--- src/rtl/s5rp_pkg.sv ---
package s5rp_pkg;

   localparam int unsigned COUNT_W = 9;

   // parse status codes
   localparam logic [1:0] ST_WAIT = 2'd0;
   localparam logic [1:0] ST_DONE = 2'd1;
   localparam logic [1:0] ST_ERR  = 2'd2;

   // address kinds as reported
   localparam logic [1:0] AK_IPV4   = 2'd0;
   localparam logic [1:0] AK_DOMAIN = 2'd1;
   localparam logic [1:0] AK_IPV6   = 2'd2;

   // input item kinds
   localparam logic KIND_BYTE    = 1'b0;
   localparam logic KIND_RESTART = 1'b1;

   // wire values of the reply header
   localparam logic [7:0] SOCKS_VERSION  = 8'h05;
   localparam logic [7:0] MAX_REPLY_CODE = 8'h08;
   localparam logic [7:0] RSV_VALUE      = 8'h00;
   localparam logic [7:0] ATYP_IPV4      = 8'h01;
   localparam logic [7:0] ATYP_DOMAIN    = 8'h03;
   localparam logic [7:0] ATYP_IPV6      = 8'h04;

   // byte positions in the reply
   localparam logic [COUNT_W-1:0] POS_VER  = 9'd0;
   localparam logic [COUNT_W-1:0] POS_REP  = 9'd1;
   localparam logic [COUNT_W-1:0] POS_RSV  = 9'd2;
   localparam logic [COUNT_W-1:0] POS_ATYP = 9'd3;
   localparam logic [COUNT_W-1:0] POS_DLEN = 9'd4;

   localparam logic [COUNT_W-1:0] LEN_MIN    = 9'd5;
   localparam logic [COUNT_W-1:0] LEN_IPV4   = 9'd10;
   localparam logic [COUNT_W-1:0] LEN_DOM0   = 9'd7;
   localparam logic [COUNT_W-1:0] LEN_IPV6   = 9'd22;
   localparam logic [COUNT_W-1:0] LEN_MAX    = 9'd262;

   localparam int unsigned RSP_DATA_W = 24;

   typedef struct packed {
      logic [COUNT_W-1:0] count;
      logic [3:0]         code;
      logic [1:0]         akind;
      logic [7:0]         dlen;
      logic [1:0]         status;
   } state_type;

endpackage

--- src/rtl/s5rp_step.sv ---
module s5rp_step (
   input  s5rp_pkg::state_type state_cur,
   input  logic                kind,
   input  logic [7:0]          data_byte,
   output s5rp_pkg::state_type state_nxt
);

   logic [s5rp_pkg::COUNT_W-1:0] count_inc;
   logic [s5rp_pkg::COUNT_W-1:0] total_len;
   logic                         bad;
   s5rp_pkg::state_type          upd;

   assign count_inc = state_cur.count + 9'd1;

   always_comb begin
      upd = state_cur;
      upd.count = count_inc;
      bad = 1'b0;
      case (state_cur.count)
         s5rp_pkg::POS_VER: begin
            bad = (data_byte != s5rp_pkg::SOCKS_VERSION);
         end
         s5rp_pkg::POS_REP: begin
            if (data_byte > s5rp_pkg::MAX_REPLY_CODE) begin
               bad = 1'b1;
            end else begin
               upd.code = data_byte[3:0];
            end
         end
         s5rp_pkg::POS_RSV: begin
            bad = (data_byte != s5rp_pkg::RSV_VALUE);
         end
         s5rp_pkg::POS_ATYP: begin
            case (data_byte)
               s5rp_pkg::ATYP_IPV4:   upd.akind = s5rp_pkg::AK_IPV4;
               s5rp_pkg::ATYP_DOMAIN: upd.akind = s5rp_pkg::AK_DOMAIN;
               s5rp_pkg::ATYP_IPV6:   upd.akind = s5rp_pkg::AK_IPV6;
               default:               bad = 1'b1;
            endcase
         end
         s5rp_pkg::POS_DLEN: begin
            if (state_cur.akind == s5rp_pkg::AK_DOMAIN) begin
               upd.dlen = data_byte;
            end
         end
         default: begin
         end
      endcase

      case (upd.akind)
         s5rp_pkg::AK_IPV4:   total_len = s5rp_pkg::LEN_IPV4;
         s5rp_pkg::AK_DOMAIN: total_len = s5rp_pkg::LEN_DOM0 + {1'b0, upd.dlen};
         default:             total_len = s5rp_pkg::LEN_IPV6;
      endcase

      if (bad) begin
         upd.status = s5rp_pkg::ST_ERR;
      end else if (count_inc >= s5rp_pkg::LEN_MIN && count_inc == total_len) begin
         upd.status = s5rp_pkg::ST_DONE;
      end

      // restart clears everything, finished replies ignore further bytes
      if (kind == s5rp_pkg::KIND_RESTART) begin
         state_nxt = '0;
      end else if (state_cur.status != s5rp_pkg::ST_WAIT) begin
         state_nxt = state_cur;
      end else begin
         state_nxt = upd;
      end
   end

endmodule

--- src/rtl/socks5_reply_parser_unit.sv ---
// SOCKS5 connect-reply parser. Each req item is one reply byte (tuser = 0) or a
// restart (tuser = 1); each gives exactly one rsp item with the parse status
// (waiting, complete, error), the held reply code, the address kind and the
// count of reply bytes taken. Items pass an input register and a result
// register with the parse logic between them: one item per cycle sustained
// while rsp_tready holds, and the parser state loop closes in that single
// logic stage. After complete or error, bytes are ignored until restart.
module socks5_reply_parser_unit (
   input  logic                               clock,
   input  logic                               reset,
   input  logic                               req_tvalid,
   output logic                               req_tready,
   input  logic [7:0]                         req_tdata,  // data_byte
   input  logic                               req_tuser,  // kind
   output logic                               rsp_tvalid,
   input  logic                               rsp_tready,
   // status[1:0], reply_code[5:2], address_kind[7:6], bytes_seen[16:8], zero
   output logic [s5rp_pkg::RSP_DATA_W-1:0]    rsp_tdata
);

   logic                in_valid_ff, in_valid_in;
   logic                in_kind_ff;
   logic [7:0]          in_byte_ff;
   logic                out_valid_ff, out_valid_in;
   logic [s5rp_pkg::RSP_DATA_W-1:0] out_data_ff;
   s5rp_pkg::state_type state_ff, state_in, state_step;
   logic                move;
   logic                req_take;

   assign move       = in_valid_ff && (!out_valid_ff || rsp_tready);
   assign req_tready = !in_valid_ff || move;
   assign req_take   = req_tvalid && req_tready;

   s5rp_step u_step (
      .state_cur (state_ff),
      .kind      (in_kind_ff),
      .data_byte (in_byte_ff),
      .state_nxt (state_step)
   );

   always_comb begin
      in_valid_in  = req_take || (in_valid_ff && !move);
      out_valid_in = move || (out_valid_ff && !rsp_tready);
      state_in     = move ? state_step : state_ff;
   end

   always_ff @(posedge clock) begin
      if (reset) begin
         in_valid_ff  <= 1'b0;
         out_valid_ff <= 1'b0;
         state_ff     <= '0;
      end else begin
         in_valid_ff  <= in_valid_in;
         out_valid_ff <= out_valid_in;
         state_ff     <= state_in;
      end
      if (req_take) begin
         in_kind_ff <= req_tuser;
         in_byte_ff <= req_tdata;
      end
      if (move) begin
         out_data_ff <= {7'd0, state_step.count, state_step.akind,
                         state_step.code, state_step.status};
      end
   end

   assign rsp_tvalid = out_valid_ff;
   assign rsp_tdata  = out_data_ff;

   // a finished reply is frozen until a restart comes through
   a_frozen: assert property (@(posedge clock) disable iff (reset)
      (move && in_kind_ff == s5rp_pkg::KIND_BYTE && state_ff.status != s5rp_pkg::ST_WAIT)
      |=> $stable(state_ff))
      else $error("finished reply state changed without restart");

   // completion only at a legal total length
   a_done_len: assert property (@(posedge clock) disable iff (reset)
      (state_ff.status == s5rp_pkg::ST_DONE) |->
      (state_ff.count >= s5rp_pkg::LEN_DOM0 && state_ff.count <= s5rp_pkg::LEN_MAX))
      else $error("reply complete at impossible length");

   // the byte count never runs past the longest reply
   a_count_max: assert property (@(posedge clock) disable iff (reset)
      state_ff.count <= s5rp_pkg::LEN_MAX)
      else $error("byte count beyond longest reply");

   // restart item leaves the parser cleared
   a_restart: assert property (@(posedge clock) disable iff (reset)
      (move && in_kind_ff == s5rp_pkg::KIND_RESTART) |=> (state_ff == '0))
      else $error("restart did not clear parser");

endmodule
--- config.mk ---
export PLATFORM = sky130hd
export DESIGN_NAME = socks5_reply_parser_unit
export DESIGN_NICKNAME = d
export VERILOG_FILES = /design/src/rtl/s5rp_pkg.sv /design/src/rtl/s5rp_step.sv /design/src/rtl/socks5_reply_parser_unit.sv
export SDC_FILE = /design/constraint.sdc
export NUM_CORES = 1
export LEC_CHECK = 0
export BUFFER_PORTS_ARGS = -buffer_cell sky130_fd_sc_hd__buf_4
export CORE_MARGIN = 4
export CORE_UTILIZATION = 60
export CTS_BUF_LIST = sky130_fd_sc_hd__clkbuf_4
export DETAILED_ROUTE_END_ITERATION = 12
export PLACE_DENSITY = 0.79
export SYNTH_ARGS = -nofsm -noshare
export SYNTH_HDL_FRONTEND = slang
export SYNTH_SLANG_ARGS = --single-unit
--- constraint.sdc ---
create_clock -name clock -period 4.1 [get_ports clock]
set_input_delay 0.82 -clock clock [delete_from_list [all_inputs] [get_ports clock]]
set_output_delay 0.82 -clock clock [all_outputs]
set_load 0.1 [all_outputs]
# Yosys cells after proc, flatten, opt, wreduce, memory -nomap -nowiden
# Index checks and enable logic that the tools add are counted.
[classes]
n_reduce_logical = 19
mul = 0
n_bitwise = 0
order_cmp = 2
div = 0
mux = 14
addsub = 2
shifts = 0
n_eq_ne = 12
[ops]
columns = ["operator", "count"]
rows = [
  ["$mux W25", 2],
  ["$eq A9 B2 Y1 const B", 2],
  ["$pmux W9 S2", 1],
  ["$mux W8", 2],
  ["$add A3 B8 Y9 const A", 1],
  ["$add A9 B1 Y9 const B", 1],
  ["$eq A9 B1 Y1 const B", 1],
  ["$eq A9 B3 Y1 const B", 1],
  ["$eq A9 B9 Y1", 1],
  ["$ge A9 B3 Y1 const B", 1],
  ["$logic_not A9 Y1", 1],
  ["$eq A8 B1 Y1 const B", 1],
  ["$eq A8 B2 Y1 const B", 1],
  ["$eq A8 B3 Y1 const B", 1],
  ["$gt A8 B4 Y1 const B", 1],
  ["$mux W4", 2],
  ["$ne A8 B3 Y1 const B", 1],
  ["$reduce_bool A8 Y1", 1],
  ["$mux W2", 3],
  ["$pmux W2 S3", 1],
  ["$logic_and A1 B1 Y1", 5],
  ["$eq A2 B1 Y1 const B", 2],
  ["$logic_not A1 Y1", 4],
  ["$logic_or A1 B1 Y1", 4],
  ["other kinds (7)", 8],
]
[totals]
output_inout_bits = 26
ram_bits = 0
inputBits = 13
latchBits = 0
mem_count = 0
mem_bits_ro = 0
reg_bits = 53
wordCells = 59

# Longest topological paths before layout
# Gate-level depths: netlist of run 1.
[depth]
depth_word = 11
mapped_depth = 15
mapped_depth_nobuf = 14

# By module
# Synthesis of run 1 repeated with hierarchy kept, for this count alone.
[hier_totals]
cells_unflattened = 377
area_unflattened_um2 = 3582.2
[modules_own_cells]
columns = ["module", "cells_per_inst", "seq_area_each_um2", "instances", "area_per_inst_um2"]
rows = [
  ["socks5_reply_parser_unit", 152, 1321.3, 1, 2040.7],
  ["s5rp_step", 225, 0.0, 1, 1541.5],
]

# Least setup slack after synthesis of run 1
# No wires, ideal clock.
[synth_path]
kind = "flip-flop to flip-flop"
startpoint = "register state_ff[16] (netlist bit)"
endpoint = "register state_ff[0] (netlist bit)"
t_required_ns = 4.009
setup_slack_ns = 0.387
stages_incl_launch_ff = 16
setup_time_ns = 0.091
arrival_time_ns = 3.622
path_buffers = 1
synth_period_minus_slack_ns = 3.713
path_cell_list = "dfxtp_1 clkbuf_1 inv_1 ha_1 nand3_1 nor4_1 mux2i_1 ha_1 nor2b_1 or4b_2 o211ai_1 o21a_1 o21a_1 o211ai_2 or4_4 a221oi_2"
[synth_between]
elab_chain_cells = 10
word_cells_on_any_way = 20
cone_classes = "add/sub: 2; order compare: 1; eq/ne: 6; mux: 8; reduce/logical: 3"
[synth_lines]
columns = ["element", "line", "rtl"]
rows = [
  ["start: declaration", "socks5_reply_parser_unit.sv:26", "s5rp_pkg::state_type state_ff, state_in, state_step;"],
  ["start signal: assignment", "socks5_reply_parser_unit.sv:55", "state_ff <= state_in;"],
  ["$eq A9 B3 Y1 / $eq A9 B2 Y1 (equally long branches)", "s5rp_step.sv:19", "case (state_cur.count)"],
  ["$mux W8 / $mux W2 (equally long branches)", "s5rp_step.sv:19", ""],
  ["$add A3 B8 Y9 (tied with other cells)", "s5rp_step.sv:52", "s5rp_pkg::AK_DOMAIN: total_len = s5rp_pkg::LEN_DOM0 + {1'b0, upd.dlen};"],
  ["$pmux W9 S2", "s5rp_step.sv:50", "case (upd.akind)"],
  ["$eq A9 B9 Y1", "s5rp_step.sv:58", "end else if (count_inc >= s5rp_pkg::LEN_MIN && count_inc == total_len) begin"],
  ["$logic_and A1 B1 Y1", "s5rp_step.sv:58", ""],
  ["$mux W2", "s5rp_step.sv:58", ""],
  ["$mux W2 *", "s5rp_step.sv:56", "if (bad) begin"],
  ["$mux W25 *", "s5rp_step.sv:65", "end else if (state_cur.status != s5rp_pkg::ST_WAIT) begin"],
  ["$mux W25 *", "s5rp_step.sv:63", "if (kind == s5rp_pkg::KIND_RESTART) begin"],
]
# Every way passes the cells marked *; elsewhere a longest branch is shown, timed or not. The select of a mux whose other input is x is not followed.
# A chain may end at the register's enable or synchronous reset.

# Worst setup path after layout of run 1
[layout_path]
startpoint = "register state_ff[22] (netlist bit)"
endpoint = "register state_ff[0] (netlist bit)"
# Same word-level chain as after synthesis.

==> out/metrics.yaml, run 1 <==
outcome: "complete, no violations"
cap_violations: 0
cts_setup_buffers: 0
synth_edf_count: 26
syn_to_final_growth_pct: 10.1
skew_ns: 0.0191
die_h_um: 82.3
synth_mux_area_share_pct: 4.27
netlist.top_cell.by_area: "edfxtp_1"
synthArstFlopShare_pct: 0
gp_congestion: 0.947
cp_data_required_time_ns: 4.42
synth_area_per_cell_um2: 8.72
relSlewSlack_pct: 27.3
crit_top_cell: "o21a_1"
grtUsageTotal_pct: 25.4
worst_ep_arrival_time_ns: 4.20
start_util_pct: 63.2
routed_wl_mm: 7.96
dr_total_vias: 2912
drt_iter0_markers: 187
synth_compound_area_share_pct: 17.0
grt_pass1_wl_mm: 13.2
die_w_um: 82.3
final_max_slew_viol_count: 0
synth_top_cell_area_share_pct: 23.6
wl_met2_mm: 3.90
tightest_slew_ns: 1.08
fin_setup_tns_ns: 0
cpMaxStageDelayCell: "or4b_2"
fmax_ghz: 0.257
clock_path_buffers: 2
p_per_area_nw_per_um2: 277
wl_met1_mm: 3.40
end_kind: "flip-flop"
seqPwrFrac_pct: 58.3
cts_hold_buf: 0
clkPwrFrac_pct: 24.9
fin_crit_sh_pct: 94.8
top_layer: "met4"
routedWlPerCell_um: 16.6
numCtsBuffers: 5
p_sw_share_pct: 32.3
ys_ff_latch: 53
wl_met3_um: 491
cts_tree: "done"
synth-simple-area-share_pct: 25.2
crit_buf_inv: 1
whs_ns: 0.471
overflow: 0
cts_sinks: 53
seq_area_frac_synth_pct: 39.9
rows: 26
p_int_mw: 0.683
switchingPower_mw: 0.326
synth_top_family_by_area: "simple AND/OR/NAND/NOR gates"
leakage_nw: 1.33
diodes: 0
root_buffer: "clkbuf_4"
drc: 0
hold_violations: 0
synth_xor_area_share_pct: 5.82
hold_path_class: "flip-flop to flip-flop"
syn_inst: 380
setup_violations: 0
grt_max_degree: 28
min_period_ns: 3.89
synth.distinct_cells: 64
core-area_um2: 5240
synth_adder_area_share_pct: 1.89
port_buffers: 31
power_frac_comb_pct: 16.8
postRouteAntennaNets: 0
grt_pass1_vias: 2765
final_nets: 425
cts.clk_slew.worst_paths_ns: 0.16
crit_type: "flip-flop to flip-flop"
synth_warnings: 0
synthTopCellsByArea: "edfxtp_1, dfxtp_1, nor2_1, nand2_1, mux2i_1"
cts_resized: 0
dr.pass1.iters: 5
boundaryPins: 39
antenna_found_initial: 0
hpwl_mm: 5.89
die_area_um2: 6770
max_stage_delay_ns: 0.64
viasPerCell: 6.09
critPathTopFamily: "simple AND/OR/NAND/NOR gates"
cp_max_fo: 12
cp-start-kind: "flip-flop"
rsz0062_at_grt: "no"
worstPathCellList: "or3_1, nor4_1, buf_4, mux2i_1, ha_1, nor2b_1, or4b_2, o211ai_1, o21a_1, o21a_1, o211ai_2, or4_4, a221oi_2"
clk-insertion-delay-late_ns: 0.39
htreeDepth: 2
syn_area_um2: 3310
vdd_drop_max_v: 0.000204
drive_above_1_share_pct: 15.2
synth_flop_cell: "dfxtp_1"
[kinds of logic after synthesis]
kind of cell	Yosys count
compound gates	84
fa+ha+maj	5
flops	53
other cells	1
simple gates	162
xor+xnor	22
buf+inv	39
mux	14
[path summary, 6_finish.rpt]
kind	startpoint	endpoint	slack (ns)	depth (start not counted)
worst max-delay path	state_ff[22]	state_ff[0]	0.21	13
worst min-delay path	state_ff[15]	state_ff[15]	0.47	2
worst max register to register	state_ff[22]	state_ff[0]	0.21	13
worst min register to register	state_ff[15]	state_ff[15]	0.47	2
[flip-flops by register name, summed over array words and instances (netlist names)]
| name | cells |
|---|---|
| in_valid_ff | 1 |
| rsp_tdata | 17 |
| in_kind_ff | 1 |
| in_byte_ff | 8 |
| state_ff | 25 |
| rsp_tvalid | 1 |
[Yosys cell counts, types with 3 or more instances]
cell	number
xor2_1	10
buf_4	7
mux2i_1	13
a21oi_1	23
nand4_1	7
o21ai_0	15
and2_1	4
and3_1	4
or3_1	13
o21a_1	5
nor3_1	14
xnor2_1	12
clkbuf_1	15
o21ai_1	3
a22oi_1	12
nor2b_1	5
inv_1	9
nand3_1	13
ha_1	5
nor2_1	47
edfxtp_1	26
dfxtp_1	27
nand2_1	35
[per-layer routing]
layer  up-vias  track usage, %
li1       1422               -
met4         0            8.64
met2       100            42.7
met3        17            4.34
met5         -               0
met1      1373            33.1
[final cells by class]
class                   count  area [um2]
repair buffers             42         315
inverters                  11        41.3
clock buffers               6        45.0
multi-input cells         294        1820
clock inverters             2        13.8
fillers                   422        1590
well taps                  70        87.6
flip-flops and latches     53        1320
[per-stage QoR]
stage	utilization, %	total power [mW]	worst slack (ns)	area, um2	cells
6_report	69.6	1.01	0.215	3650	478
5_1_grt	69.6	1.04	0.0502	3650	478
4_1_cts	69.6	1.01	0.229	3650	478
3_5_place_dp	68.5	0.768	0.268	3590	470
3_3_place_gp	68.5	0.766	0.377	3590	470
2_1_floorplan	-	0.734	0.387	3330	386
[power groups by stage]
stage | registers [mW] | logic [mW] | clock network, mW
after floorplan | 0.650 | 0.0838 | 0
final | 0.588 | 0.169 | 0.251
after CTS | 0.588 | 0.169 | 0.255
after global placement | 0.599 | 0.167 | 0
after detailed placement | 0.599 | 0.168 | 0
after global routing | 0.591 | 0.178 | 0.275
[cell usage in the layout, fill, tap and decap left out, types with 3 or more instances in the layout]
cell type   n
a21oi_1    23
dfxtp_1    27
ha_1        5
and3_1      4
nor3_1     14
o21ai_1     3
clkbuf_4    6
inv_1       9
nor2_1     47
nand2_1    35
conb_1      7
o21a_1      5
and2_1      4
a22oi_1    12
or3_1      13
nand4_1     7
nand3_1    13
buf_4      42
edfxtp_1   26
nor2b_1     5
mux2i_1    13
xor2_1     10
xnor2_1    12
o21ai_0    15
[worst reg2reg max path, stage by stage (launching register included)]
cell	delay (ns)
dfxtp_1	0.45
or3_1	0.47
nor4_1	0.25
buf_4	0.17
mux2i_1	0.09
ha_1	0.31
nor2b_1	0.21
or4b_2	0.64
o211ai_1	0.11
o21a_1	0.14
o21a_1	0.11
o211ai_2	0.10
or4_4	0.52
a221oi_2	0.22
(Power assumes the default switching activity.)
==> run 2: changes to the inputs <==
CELL_PAD_IN_SITES_DETAIL_PLACEMENT = 2   (was not set)
CELL_PAD_IN_SITES_GLOBAL_PLACEMENT = 2   (was not set)
CORE_UTILIZATION = 37   (was 60)
CTS_CLUSTER_DIAMETER = 100   (was not set)
==> run 2 against run 1 <==
Effect of this change: clock-buffer cell count is the same; via count up 3.6%; clock power up 8.8%; total power increased by 3.0%; combinational power grew 6%; critical path depth did not move; critical path type unchanged; largest power group unchanged.
==> out/metrics.yaml, run 2 (same netlist as run 1, synthesis figures left out) <==
routedWlPerCell_um: 20.5  # +23%
cts.clk_slew.worst_paths_ns: 0.17  # about the same
largest-register: "state_ff"
viasPerCell: 5.82  # -4.4%
final_cell_mix: "nor2_1, buf_4, nand2_1"
cts_tree: "done"
final_max_slew_viol_count: 0  # unchanged
relSlewSlack_pct: 36.4  # +9.1 points
rsz0062_at_grt: "no"
crit-reg2reg-launch: "state_ff[19]"
hold_path_class: "flip-flop to flip-flop"
overflow: 0  # unchanged
fmax_ghz: 0.262  # +1.9%
vdd_drop_max_v: 0.000142  # -31%
leakage_nw: 1.33  # +0.36%
die_w_um: 103  # +25%
drive_above_1_share_pct: 16.3  # +1.1 points
grt_pass1_vias: 3199  # +16%
routed_wl_mm: 10.6  # +33%
final_util_pct: 42.7  # -27 points
cp-start-kind: "flip-flop"
rrSetupSlack_ns: 0.29  # +0.07 ns
reg2reg_depth: 13  # unchanged
end_kind: "flip-flop"
root_buffer: "clkbuf_4"
rows: 34  # +31%
cap_violations: 0  # unchanged
antenna_found_initial: 0  # unchanged
skew_ns: 0.0344  # +0.0153 ns
die_h_um: 103  # +25%
diodes: 0  # unchanged
die_area_um2: 10500  # +55%
grt_max_degree: 28  # unchanged
min_period_ns: 3.81  # -0.0709 ns
cts_sinks: 53  # unchanged
postRouteAntennaNets: 0  # unchanged
cp_max_fo: 9  # -3
port_buffers: 31  # unchanged
drc: 0  # unchanged
fin_crit_sh_pct: 93.0  # -1.7 points
core-area_um2: 8720  # +67%
gp_congestion: 0.878  # -7.3%
start_util_pct: 38.0  # -25 points
tightest_slew_ns: 0.944  # -0.139 ns
crit_type: "flip-flop to flip-flop"
numCtsBuffers: 5  # unchanged
crit_start: "state_ff[19]"
syn_to_final_growth_pct: 12.4
dr.pass1.iters: 4  # -1
largest_reg_flops: 25  # unchanged
dr_total_vias: 3017  # +3.6%
outcome: "complete, no violations"
grt_pass1_wl_mm: 17.1  # +30%
clk-insertion-delay-late_ns: 0.42  # +0.03 ns
hold_violations: 0  # unchanged
cts_hold_buf: 0  # unchanged
hpwl_mm: 7.89  # +34%
worst_ep_arrival_time_ns: 4.15  # -0.05 ns
reg2reg_to: "state_ff[0]"
grtUsageTotal_pct: 21.0  # -4.5 points
boundaryPins: 39  # unchanged
p_per_area_nw_per_um2: 279  # +0.92%
setup_violations: 0  # unchanged
layout_commonest_cell: "nor2_1"
clock_path_buffers: 2  # unchanged
fin_setup_tns_ns: 0  # unchanged
cp_data_required_time_ns: 4.44  # +0.02 ns
htreeDepth: 2  # unchanged
drt_iter0_markers: 169  # -9.6%
cp-endpoint: "state_ff[0]"
final_nets: 427  # +0.47%
-- run 2: cell count changes in the layout (fill, tap and decap cells not counted), sizes merged --
cell and delta:
buf +2
-- run 2: how the worst min path moves through the flow --
stage	start	endpoint	slack, ns	cells after the start
2_1_floorplan	state_ff[12]	state_ff[12]	0.44	2
3_3_place_gp	state_ff[13]	state_ff[13]	0.44	2
3_5_place_dp	state_ff[12]	state_ff[12]	0.46	2
4_1_cts	state_ff[12]	state_ff[12]	0.48	2
5_1_grt	state_ff[14]	state_ff[14]	0.50	2
6_report	state_ff[12]	state_ff[12]	0.47	2
-- run 2: worst max-delay path, stage by stage (launching register included) --
cell and delay, ns:
dfxtp_1 0.44, or3_4 0.44, nor4_1 0.27, buf_4 0.17, mux2i_1 0.12, ha_2 0.27
nor2b_1 0.19, or4b_2 0.65, o211ai_1 0.12, o21a_1 0.14, o21a_1 0.12, o211ai_2 0.10
or4_4 0.52, a221oi_2 0.20
-- run 2: cell type report --
type | instances | area, um2
timing repair buffer | 44 | 330
inverter | 11 | 41.3
clock inverter | 2 | 13.8
fill | 991 | 5000
multi-input combinational | 294 | 1830
tap | 108 | 135
sequential | 53 | 1320
clock buffer | 6 | 45.0
-- run 2: routing by layer --
metal	vias to the layer above	GRT usage (%)	routed length (um)
li1	1418	-	-
met5	-	0	0
met2	65	37.4	5360
met1	1521	26.5	4660
met3	13	2.71	414
met4	0	5.95	177
-- run 2: where the power goes --
part / total [mW] / switching (mW) / internal, mW
clock: 0.273 / 0.197 / 0.0758
combinational: 0.179 / 0.142 / 0.0371
sequential: 0.586 / 0.0151 / 0.571
total: 1.04 / 0.354 / 0.684
-- run 2: repair_timing --
item / 4_1_cts / 5_1_grt
gates resized for setup: 0 / 3
setup endpoints to repair: 0 / 2
hold endpoints to repair: 0 / 0
buffers inserted: 0 / 0
-- run 2: metrics by stage --
stage          setup WS [ns]  hold slack [ns]  cell area [um2]  instances  total power, mW
6_report               0.286            0.472             3720        518             1.04
5_1_grt               0.0303            0.501             3720        518             1.07
4_1_cts                0.201            0.475             3710        518             1.04
3_5_place_dp           0.258            0.455             3650        510            0.777
3_3_place_gp           0.352            0.442             3650        510            0.773
2_1_floorplan          0.387            0.436             3330        386            0.734
==> run 3: changes to the inputs <==
RECOVER_POWER = 100   (was not set)
==> run 3 against run 2 <==
Effect of this change: clock power is essentially flat; cell area down 2.3%; critical endpoint unchanged; largest power group unchanged; sequential power barely moved; hold slack improved by 0.00098 ns; register-to-register slack barely moved; first-iteration DRC count is 7.1% lower; total power decreased by 0.69%; flip-flop and latch count is the same; global-route usage unchanged; worst setup slack lost 0.00092 ns; core utilization fell by 0.99 points; highest routed layer unchanged.
==> out/metrics.yaml, run 3 (same netlist as run 1, synthesis figures left out) <==
outcome: "complete, no violations"
cp_max_fo: 9  # unchanged
final_nets: 427  # unchanged
drt_iter0_markers: 157  # -7.1%
start_util_pct: 38.0  # unchanged
final_cell_mix: "nor2_1, nand2_1, dfxtp_1"
worstPathCellList: "or3_4, nor4_1, buf_4, mux2i_1, ha_2, nor2b_1, or4b_2, o211ai_1, o21a_1, o21a_1, o211ai_2, or4_4, a221oi_2"
grt_pass1_vias: 3199  # unchanged
fin_crit_sh_pct: 93.1  # about the same
dr_total_vias: 3021  # +0.13%
cp_data_required_time_ns: 4.44  # about the same
skew_ns: 0.0342  # -0.000188 ns
hpwl_mm: 7.89  # unchanged
largest_reg_flops: 25  # unchanged
whs_ns: 0.473  # +0.000982 ns
dr.pass1.iters: 4  # unchanged
fillers: 1004  # +1.3%
grt_max_degree: 28  # unchanged
cts_sinks: 53  # unchanged
hold_violations: 0  # unchanged
port_buffers: 31  # unchanged
viasPerCell: 5.83  # +0.13%
largest-register: "state_ff"
reg2reg_depth: 13  # unchanged
clk-insertion-delay-late_ns: 0.42  # about the same
htreeDepth: 2  # unchanged
grtUsageTotal_pct: 21.0  # unchanged
layout_commonest_cell: "nor2_1"
drc: 0  # unchanged
boundaryPins: 39  # unchanged
reg2reg_to: "state_ff[0]"
cp-start-kind: "flip-flop"
die_area_um2: 10500  # unchanged
cts.clk_slew.worst_paths_ns: 0.17  # about the same
final_cell_area_um2: 3630  # -2.3%
rrSetupSlack_ns: 0.28  # about the same
fin_setup_tns_ns: 0  # unchanged
min_from: "state_ff[12]"
dpl.cell_count: 510  # unchanged
numCtsBuffers: 5  # unchanged
holdPathStages: 2  # unchanged
leakage_nw: 1.24  # -6.6%
min_period_ns: 3.82  # +0.000923 ns
root_buffer: "clkbuf_4"
setup_violations: 0  # unchanged
die_h_um: 103  # unchanged
tightest_slew_ns: 1.28  # +0.340 ns
routed_wl_mm: 10.6  # -0.20%
crit_type: "flip-flop to flip-flop"
drive_above_1_share_pct: 10.7  # -5.6 points
diodes: 0  # unchanged
cpMaxStageDelayCell: "or4b_2"
rows: 34  # unchanged
crit-reg2reg-launch: "state_ff[19]"
final_max_slew_viol_count: 0  # unchanged
end_kind: "flip-flop"
postRouteAntennaNets: 0  # unchanged
hold_path_class: "flip-flop to flip-flop"
grt_pass1_wl_mm: 17.1  # unchanged
core-area_um2: 8720  # unchanged
routedWlPerCell_um: 20.4  # -0.20%
crit_top_cell: "o21a_1"
cts_tree: "done"
clock_path_buffers: 2  # unchanged
relSlewSlack_pct: 14.4  # -22 points
vdd_drop_max_v: 0.000142  # +0.11%
p_per_area_nw_per_um2: 284  # +1.7%
fmax_ghz: 0.262  # about the same
worst_ep_arrival_time_ns: 4.15  # about the same
gp_congestion: 0.878  # unchanged
crit_start: "state_ff[19]"
cap_violations: 0  # unchanged
cts_hold_buf: 0  # unchanged
max_stage_delay_ns: 0.65  # about the same
rsz0062_at_grt: "no"
syn_to_final_growth_pct: 9.75
antenna_found_initial: 0  # unchanged
placed_cell_area_um2: 3650  # unchanged
min_to: "state_ff[12]"
finalNonFillerCells: 518  # unchanged
die_w_um: 103  # unchanged
overflow: 0  # unchanged
run 3: repair_timing:
item,in CTS,in global routing
resized for setup,0,3
buffers inserted,0,0
endpoints found under the setup margin,0,2
run 3: area by class of cell:
cell class                 count  area [um2]  area share (%)
clock buffer                   6        45.0            1.24
clock inverter                 2        13.8           0.379
inverter                      11        41.3            1.14
multi-input combinational    294        1830            50.5
sequential                    53        1320            36.4
tap                          108         135            3.72
timing repair buffer          44         244            6.71
run 3: stage by stage:
stage | utilization (%) | power [mW] | worst slack (ns)
floorplan | - | 0.734 | 0.387
global placement | 41.9 | 0.773 | 0.352
detailed placement | 41.9 | 0.777 | 0.258
CTS | 42.5 | 1.04 | 0.201
global route | 41.7 | 1.06 | 0.0256
finish | 41.7 | 1.03 | 0.285
run 3: per-layer routing:
layer  track usage, %  part of all wire, %
met5                0                    0
met4             5.95                  1.7
met3             2.71                  3.3
met2             37.4                   51
met1             26.5                   44
run 3: how the worst max path moves through the flow:
stage	slack [ns]	end
after CTS	0.20	state_ff[0]
final	0.28	state_ff[0]
after global placement	0.35	state_ff[0]
after floorplan	0.39	state_ff[0]
after global routing	0.03	state_ff[0]
after detailed placement	0.26	state_ff[0]
run 3: power by group:
group	total [mW]	internal [mW]	switching, mW
sequential	0.586	0.572	0.0148
clock	0.274	0.0758	0.199
combinational	0.171	0.0283	0.142
run 3: critical path, delay by kind of cell (launching register included):
kind / cells / cell delay (ns)
AOI/OAI and AO/OA: 5 / 0.68
adders and majority gates: 1 / 0.27
buffers and inverters: 1 / 0.17
DFF: 1 / 0.43
muxes: 1 / 0.12
and+or+nand+nor: 5 / 2.07
